$ cat src/sdcc_pkg.sv
// Shared types and constants for the SLIP deframer with checksum check.
// Used by the output queue and by the top level; depends on nothing else.
`default_nettype none

package sdcc_pkg;

	localparam logic [7:0] SLIP_END     = 8'hC0;
	localparam logic [7:0] SLIP_ESC     = 8'hDB;
	localparam logic [7:0] SLIP_ESC_END = 8'hDC;
	localparam logic [7:0] SLIP_ESC_ESC = 8'hDD;
	localparam logic [7:0] CHECK_INVERT = 8'hFF;

	// Raw bytes allowed in one frame before it is cut off as an overflow.
	localparam int MAX_RAW_BYTES = 256;
	localparam int CNT_W         = 9;

	localparam int QUEUE_DEPTH = 4;
	localparam int QPTR_W      = $clog2(QUEUE_DEPTH);
	localparam int QCNT_W      = $clog2(QUEUE_DEPTH + 1);

	typedef enum logic [1:0] {
		ST_OK       = 2'd0,
		ST_SHORT    = 2'd1,
		ST_BAD_SUM  = 2'd2,
		ST_OVERFLOW = 2'd3
	} frame_status_t;

	typedef struct packed {
		logic [7:0]       data_byte;
		logic             is_end;
		frame_status_t    frame_status;
		logic [CNT_W-1:0] frame_length;
	} result_t;

	// Which of the two write slots of the queue carry a result this cycle.
	typedef struct packed {
		logic push_a;
		logic push_b;
	} push_t;

endpackage

`default_nettype wire

$ cat src/slip_deframer_checksum_check_unit.sv
// Top level of the SLIP deframer with folded-sum checksum check.
// Holds the frame state and decode logic; uses sdcc_pkg and sdcc_outq.
// Each result is registered in the output queue before it can be transferred.
// Throughput: one input byte per cycle while the output side keeps up; the
// four-entry result queue stalls the input once more than two results wait.
// Reset: arst_n clears the frame state and empties the queue at once.
`default_nettype none

module slip_deframer_checksum_check_unit (
	input  wire logic                      clk,
	input  wire logic                      arst_n,
	input  wire logic                      in_valid,
	output logic                           in_stall,
	input  wire logic [7:0]                rx_byte,
	output logic                           out_valid,
	input  wire logic                      out_stall,
	output logic [7:0]                     data_byte,
	output logic                           is_end,
	output logic [1:0]                     frame_status,
	output logic [sdcc_pkg::CNT_W-1:0]     frame_length
);
	import sdcc_pkg::*;

	// Frame state. The decoded bytes run one byte late through held_byte_q,
	// so that the last byte of a frame, the checksum, is never passed on as
	// data. running_sum_q is the sum of the bytes already passed on.
	logic             escape_q;
	logic [CNT_W-1:0] raw_count_q;
	logic [CNT_W-1:0] decoded_count_q;
	logic [15:0]      running_sum_q;
	logic [7:0]       held_byte_q;
	logic             held_valid_q;

	logic             escape_d;
	logic [CNT_W-1:0] raw_count_d;
	logic [CNT_W-1:0] decoded_count_d;
	logic [15:0]      running_sum_d;
	logic [7:0]       held_byte_d;
	logic             held_valid_d;

	logic             accept;
	logic             room_two;
	push_t            push;
	result_t          item_a;
	result_t          item_b;
	result_t          out_item;
	logic [15:0]      sum_pushed;

	// The input is held off whenever the queue could not absorb the two
	// results that a single byte may cause.
	assign in_stall   = !room_two;
	assign accept     = in_valid && !in_stall;
	assign sum_pushed = running_sum_q + {8'h00, held_byte_q};

	always_comb begin
		logic [15:0]      end_sum;
		logic [7:0]       end_held;
		logic [CNT_W-1:0] end_count;
		logic [7:0]       check;
		logic [7:0]       decoded;
		frame_status_t    status;
		result_t          end_item;
		result_t          held_item;

		escape_d        = escape_q;
		raw_count_d     = raw_count_q;
		decoded_count_d = decoded_count_q;
		running_sum_d   = running_sum_q;
		held_byte_d     = held_byte_q;
		held_valid_d    = held_valid_q;
		push            = '0;
		item_a          = '0;
		item_b          = '0;

		end_sum   = running_sum_q;
		end_held  = held_byte_q;
		end_count = decoded_count_q;
		decoded   = rx_byte;
		status    = ST_OK;

		held_item           = '0;
		held_item.data_byte = held_byte_q;

		if (escape_q) begin
			// An escape still open at the frame end stands for a literal
			// escape byte, which pushes the held byte out first.
			end_held  = SLIP_ESC;
			end_count = decoded_count_q + CNT_W'(1);
			if (held_valid_q) begin
				end_sum = sum_pushed;
			end
		end
		check = (end_sum[7:0] + end_sum[15:8]) ^ CHECK_INVERT;
		if (end_count < CNT_W'(3)) begin
			status = ST_SHORT;
		end else if (check != end_held) begin
			status = ST_BAD_SUM;
		end

		end_item              = '0;
		end_item.is_end       = 1'b1;
		end_item.frame_status = status;
		end_item.frame_length = end_count;

		if (escape_q) begin
			case (rx_byte)
				SLIP_ESC_END: decoded = SLIP_END;
				SLIP_ESC_ESC: decoded = SLIP_ESC;
				default:      decoded = rx_byte;
			endcase
		end

		if (accept) begin
			if (rx_byte == SLIP_END) begin
				if (raw_count_q != '0) begin
					if (escape_q && held_valid_q) begin
						push.push_a = 1'b1;
						push.push_b = 1'b1;
						item_a      = held_item;
						item_b      = end_item;
					end else begin
						push.push_a = 1'b1;
						item_a      = end_item;
					end
				end
				escape_d        = 1'b0;
				raw_count_d     = '0;
				decoded_count_d = '0;
				running_sum_d   = '0;
				held_byte_d     = '0;
				held_valid_d    = 1'b0;
			end else if (raw_count_q >= CNT_W'(MAX_RAW_BYTES)) begin
				// Frame too long: report it and start afresh; this byte is lost.
				push.push_a           = 1'b1;
				item_a                = '0;
				item_a.is_end         = 1'b1;
				item_a.frame_status   = ST_OVERFLOW;
				item_a.frame_length   = decoded_count_q;
				escape_d              = 1'b0;
				raw_count_d           = '0;
				decoded_count_d       = '0;
				running_sum_d         = '0;
				held_byte_d           = '0;
				held_valid_d          = 1'b0;
			end else begin
				raw_count_d = raw_count_q + CNT_W'(1);
				if (!escape_q && rx_byte == SLIP_ESC) begin
					escape_d = 1'b1;
				end else begin
					escape_d = 1'b0;
					if (held_valid_q) begin
						push.push_a   = 1'b1;
						item_a        = held_item;
						running_sum_d = sum_pushed;
					end
					held_byte_d     = decoded;
					held_valid_d    = 1'b1;
					decoded_count_d = decoded_count_q + CNT_W'(1);
				end
			end
		end
	end

	always_ff @(posedge clk or negedge arst_n) begin
		if (!arst_n) begin
			escape_q        <= 1'b0;
			raw_count_q     <= '0;
			decoded_count_q <= '0;
			running_sum_q   <= '0;
			held_byte_q     <= '0;
			held_valid_q    <= 1'b0;
		end else begin
			escape_q        <= escape_d;
			raw_count_q     <= raw_count_d;
			decoded_count_q <= decoded_count_d;
			running_sum_q   <= running_sum_d;
			held_byte_q     <= held_byte_d;
			held_valid_q    <= held_valid_d;
		end
	end

	// Results wait in a short queue, so that the output side may stall
	// without holding up a byte that has already been taken.
	sdcc_outq u_outq (
		.clk       (clk),
		.arst_n    (arst_n),
		.push      (push),
		.item_a    (item_a),
		.item_b    (item_b),
		.room_two  (room_two),
		.out_valid (out_valid),
		.out_stall (out_stall),
		.out_item  (out_item)
	);

	assign data_byte    = out_item.data_byte;
	assign is_end       = out_item.is_end;
	assign frame_status = out_item.frame_status;
	assign frame_length = out_item.frame_length;

	// An end byte with nothing gathered since the last end gives no result.
	a_empty_frame: assert property (@(posedge clk) disable iff (!arst_n)
		(accept && rx_byte == SLIP_END && raw_count_q == '0) |-> !push.push_a)
		else $error("empty frame produced a result");

	// The decoded count never runs ahead of the raw count.
	a_count_order: assert property (@(posedge clk) disable iff (!arst_n)
		decoded_count_q <= raw_count_q)
		else $error("decoded count exceeds raw count");

	// The held byte is valid exactly when at least one byte was decoded.
	a_held_track: assert property (@(posedge clk) disable iff (!arst_n)
		held_valid_q == (decoded_count_q != '0))
		else $error("held byte flag out of step with decoded count");

	// After a frame end the raw count, held flag, escape flag and running sum are back at reset.
	a_end_clears: assert property (@(posedge clk) disable iff (!arst_n)
		(accept && rx_byte == SLIP_END) |=>
		(raw_count_q == '0 && !held_valid_q && !escape_q && running_sum_q == '0))
		else $error("frame state not cleared at frame end");

endmodule

`default_nettype wire

$ cat src/sdcc_outq.sv
// Flip-flop result queue: up to two results in a cycle, one out unless stalled.
// Depends on sdcc_pkg for the result type and the queue depth.
`default_nettype none

module sdcc_outq (
	input  wire logic             clk,
	input  wire logic             arst_n,
	input  wire sdcc_pkg::push_t  push,
	input  wire sdcc_pkg::result_t item_a,
	input  wire sdcc_pkg::result_t item_b,
	output logic                  room_two,
	output logic                  out_valid,
	input  wire logic             out_stall,
	output sdcc_pkg::result_t     out_item
);
	import sdcc_pkg::*;

	result_t             entry_q [QUEUE_DEPTH];
	logic [QPTR_W-1:0]   rd_ptr_q;
	logic [QPTR_W-1:0]   wr_ptr_q;
	logic [QCNT_W-1:0]   count_q;
	logic                pop;
	logic [QPTR_W-1:0]   wr_ptr_b;
	logic [QCNT_W-1:0]   n_push;

	assign out_valid = (count_q != '0);
	assign out_item  = entry_q[rd_ptr_q];
	assign pop       = out_valid && !out_stall;
	assign room_two  = (count_q <= QCNT_W'(QUEUE_DEPTH - 2));
	assign wr_ptr_b  = wr_ptr_q + QPTR_W'(1);
	assign n_push    = QCNT_W'(push.push_a) + QCNT_W'(push.push_b);

	always_ff @(posedge clk) begin
		if (push.push_a) begin
			entry_q[wr_ptr_q] <= item_a;
		end
		if (push.push_b) begin
			entry_q[wr_ptr_b] <= item_b;
		end
	end

	always_ff @(posedge clk or negedge arst_n) begin
		if (!arst_n) begin
			rd_ptr_q <= '0;
			wr_ptr_q <= '0;
			count_q  <= '0;
		end else begin
			if (pop) begin
				rd_ptr_q <= rd_ptr_q + QPTR_W'(1);
			end
			wr_ptr_q <= wr_ptr_q + QPTR_W'(n_push);
			count_q  <= count_q + n_push - QCNT_W'(pop);
		end
	end

	// The second slot is only ever used together with the first.
	a_push_order: assert property (@(posedge clk) disable iff (!arst_n)
		push.push_b |-> push.push_a)
		else $error("queue slot b written without slot a");

	// The fill level never exceeds the number of entries.
	a_no_overfill: assert property (@(posedge clk) disable iff (!arst_n)
		count_q <= QCNT_W'(QUEUE_DEPTH))
		else $error("result queue overfilled");

	// Fill level follows pushes and pops exactly.
	a_count_track: assert property (@(posedge clk) disable iff (!arst_n)
		1'b1 |=> count_q == $past(count_q) + $past(n_push) - QCNT_W'($past(pop)))
		else $error("result queue count out of step");

endmodule

`default_nettype wire
$ cat config.mk
export PLATFORM = sky130hd
export DESIGN_NAME = slip_deframer_checksum_check_unit
export DESIGN_NICKNAME = d
export VERILOG_FILES = /design/src/sdcc_pkg.sv /design/src/slip_deframer_checksum_check_unit.sv /design/src/sdcc_outq.sv
export SDC_FILE = /design/constraint.sdc
export NUM_CORES = 1
export LEC_CHECK = 0
export BUFFER_PORTS_ARGS = -buffer_cell sky130_fd_sc_hd__clkbuf_2
export CAP_MARGIN = 20
export CORE_MARGIN = 1
export CORE_UTILIZATION = 45
export DETAILED_ROUTE_END_ITERATION = 8
export MAX_ROUTING_LAYER = met4
export SYNTH_ARGS = -nofsm -noshare
export SYNTH_HDL_FRONTEND = slang
export SYNTH_SLANG_ARGS = --single-unit
$ cat constraint.sdc
create_clock -name clk -period 6.1 [get_ports clk]
set_input_delay 0.305 -clock clk [delete_from_list [all_inputs] [get_ports clk]]
set_output_delay 0.305 -clock clk [all_outputs]
set_load 0.01 [all_outputs]
==> metrics.md <==
| Metric | Value |
|---|---|
| Status | `finished, violations left` |
| Failing checks | `hold timing` |
| Commonest cells after routing, fill and taps aside | `o21ai_0 (108), nand2_1 (101), nand3_1 (51), dfrtp_1 (51), edfxtp_1 (48)` |
| CP arrival | `5.30 ns` |
| Buffers on Ports | `33` |
| Final hold slack | `-0.0002020 ns` |
| Fin Clk Skew | `0.009655 ns` |
| R2R Path End | `u_outq.entry_q[0][10]` |
| Area after DPL | `7774 µm²` |
| Net Count, Synth | `826` |
| Worst r2r src | `held_byte_q[0]` |
| Crit Path Max Fanout | `6` |
| Congestion Overflow GR | `0` |
| P_leak | `3.170 nW` |
| Final RePlAce weighted congestion | `0.9507` |
| Reg2reg path depth | `23` |
| Seq cells post-synth | `131` |
| Core ar. | `16120 µm²` |
| Final worst slack | `0.9445 ns` |
| Vias in the first global route | `5940` |
| Fin nets | `828` |
| Clk pin slew, worst setup/hold paths | `0.07 ns` |
| Root buffer cell | `clkbuf_16` |
| Row cnt | `46` |
| Fmax | `0.1940 GHz` |
| Num ports | `34` |
| Crit Path Class | `flop to flop` |
| WL final | `19420 µm` |
| Setup TNS | `0 ns` |
| Seq/Total Area, Yosys | `44.56%` |
| Die X | `131.4 µm` |
| Final Max Tran Viols | `0` |
| Clock net sink count | `131` |
| Avg Cell Area, Syn | `9.565 µm²` |
| Area occupied by multi-input gates | `3856 µm²` |
| TritonCTS clock tree | `built` |
| Finished Cell Area | `8351 µm²` |
| Power, Total | `3.921 mW` |
| Clock Latency Late Sink | `0.43 ns` |
| CTS max path bufs | `2` |
| DRC viols | `0` |
| First-pass GRT wire length | `31420 µm` |
| # Post-CTS Setup Buffers | `0` |
| Vias per cell | `6.031` |
| Final hold vios | `1` |
| Drt first pass iters | `5` |
| Final Cycle Share | `84.52%` |
| Cts hold-fix bufs | `0` |
| Worst EP required | `6.25 ns` |
| Post-route ant nets | `0` |
| 1st-iter DRT viols | `452` |
| Peak supply drop | `0.0002255 V` |
| FF/Latch Area | `3358 µm²` |
| GRT Total Usage | `23.97%` |
| Ant diodes | `0` |
| RSZ-0062 raised after global routing | `no` |
| Critical Path Source Type | `flop` |
| Die Footprint | `17270 µm²` |
| Final setup violation count | `0` |
| Crit-path cells | `ha_1 > inv_1 > fa_1 > nor2b_1 > o21ai_1 > a21oi_1 > o21ai_1 > a21boi_0 > o21ai_0 > nor2b_1 > nor2_1 > xor2_1 > ha_1 > fa_1 > a211oi_1 > or4b_2 > nand4_1 > xnor2_1 > o311a_1 > a211oi_1 > a21boi_0 > o21ai_0 > o21ai_0` |
| PD cells | `469.6 nW/µm²` |
| Initial antenna violation count | `0` |
| CP most frequent cell | `o21ai_0` |
| Share of cells above drive strength 1 | `13.95%` |
| Total number of vias | `6146` |
| Max Cap Violations | `0` |
| Dpl ws | `0.9858 ns` |
| Distinct cells, synth | `65` |
| Critical Path Sink Type | `flop` |
| Number of flops mapped to enable cells by yosys | `48` |
| Initial core utilization | `46.77%` |
| Die H | `131.4 µm` |
| Slew Limit Headroom | `30.41%` |
| Worst slew pin tran | `1.044 ns` |
| Yosys warns | `0` |
| H-tree levels | `4` |
| Routed WL per cell | `19.06 µm` |
| Final Core Density | `51.82%` |
| Max incr delay on CP | `0.65 ns` |
| Area of the mapped netlist | `7537 µm²` |
| Largest cells by area after synthesis | `edfxtp_1 (19%), dfrtp_1 (17%), dfxtp_1 (8.5%), o21ai_0 (7.2%), mux4_2 (6.0%)` |
| Synth top area share | `19.12%` |
| Most common cell after layout, fill and taps aside | `o21ai_0` |
| Async SR Flop Fraction | `38.93%` |
| Post-synth top area cell | `edfxtp_1` |
| Reg2reg setup slack | `0.94 ns` |
| Synthesis-to-finish area growth | `10.79%` |
| HPWL Detailed | `13230 µm` |
| CP max-delay cell | `or4b_2` |
| Syn Inst Count | `788` |
| Min cycle time layout | `5.156 ns` |
| Largest net degree at the start of global routing | `52` |
| Total CTS buffers | `17` |
| Main flop type after synthesis | `dfrtp_1` |
| Fill cell total of the finished layout | `1504` |
| Hold crit path type | `input pin to async pin` |
| Post-CTS sizing | `0` |
-- critical path, delay by kind of cell, from the launching register on --
kind / cells / cell delay, ns
flops: 1 / 0.48
buf+inv: 1 / 0.06
compound gates: 11 / 1.74
simple gates: 5 / 1.24
xor+xnor: 2 / 0.26
fa+ha+maj: 4 / 1.10
-- state kept, by name (all words and copies together) (netlist names) --
name / flops
u_outq.wr_ptr_q: 2
u_outq.entry_q: 80
held_valid_q: 1
running_sum_q: 16
raw_count_q: 9
u_outq.count_q: 3
u_outq.rd_ptr_q: 2
escape_q: 1
held_byte_q: 8
decoded_count_q: 9
-- metrics by stage --
stage	hold slack [ns]	std cells
after CTS	0.02707	1019
after floorplan	0.009409	788
final	-0.0002020	1019
after global placement	0.4456	987
after global routing	0.05409	1019
after detailed placement	0.4544	987
-- worst max path at each step --
stage | start | end | slack [ns] | cells after the start
floorplan | held_byte_q[0] | u_outq.entry_q[0][10] | 1.46 | 23
global placement | held_byte_q[0] | u_outq.entry_q[0][10] | 1.04 | 23
detailed placement | held_byte_q[0] | u_outq.entry_q[2][10] | 0.99 | 23
CTS | held_byte_q[0] | u_outq.entry_q[0][10] | 0.96 | 23
global route | held_byte_q[0] | u_outq.entry_q[2][10] | 0.44 | 23
finish | held_byte_q[0] | u_outq.entry_q[0][10] | 0.94 | 23
-- cells by family (layout without fill, tap and decap cells) --
kind of cell,Yosys count,count (layout),share of synthesized area (%)
xor+xnor,37,37,4.399
compound gates,213,213,16.78
flops,131,131,44.55
buf+inv,77,92,4.283
fa+ha+maj,26,26,4.615
mux,26,26,6.856
simple gates,278,278,18.51
-- cell usage after synthesis (4+ instances only) --
library cell,count
o21ai_0,108
nand2_1,101
dfrtp_1,51
nand3_1,51
edfxtp_1,48
clkbuf_1,38
dfxtp_1,32
nor2_1,32
a21oi_1,29
ha_1,23
xnor2_1,22
inv_1,21
mux4_2,20
o22ai_1,14
xor2_1,14
a22o_1,12
and3_1,11
and2_1,10
nand4_1,10
nor3_1,10
buf_2,9
nand2b_1,8
a31oi_1,7
nor2b_1,7
o21ai_1,7
or4_1,7
buf_1,6
or3_1,6
mux2_2,5
a211oi_1,4
nor3b_1,4
-- layer usage --
| layer | wire length [µm] | vias to the layer above | GRT usage [%] | part of all wire [%] |
|---|---|---|---|---|
| met5 | 0 | - | - | 0 |
| met1 | 8642 | 3021 | 31.01 | 44 |
| met2 | 9103 | 199 | 36.60 | 47 |
| met4 | 451 | 0 | 9.238 | 2.3 |
| met3 | 1225 | 34 | 5.363 | 6.3 |
| li1 | - | 2892 | - | - |
-- layout make-up --
type	instances	area share (%)
flip-flops and latches	131	40.22
clock inverters	13	1.349
repair buffers	39	2.517
well taps	216	3.236
clock buffers	19	5.559
inverters	21	0.9440
multi-input cells	580	46.18
-- report_power, final --
part           total (mW)  switching [mW]  internal, mW  leakage [nW]
clock network       0.999           0.431         0.568         0.290
registers            1.31           0.214          1.10          1.36
logic                1.61           0.934         0.677          1.52
total                3.92            1.58          2.34          3.17
Note: power is estimated with default switching activity, not from simulation.
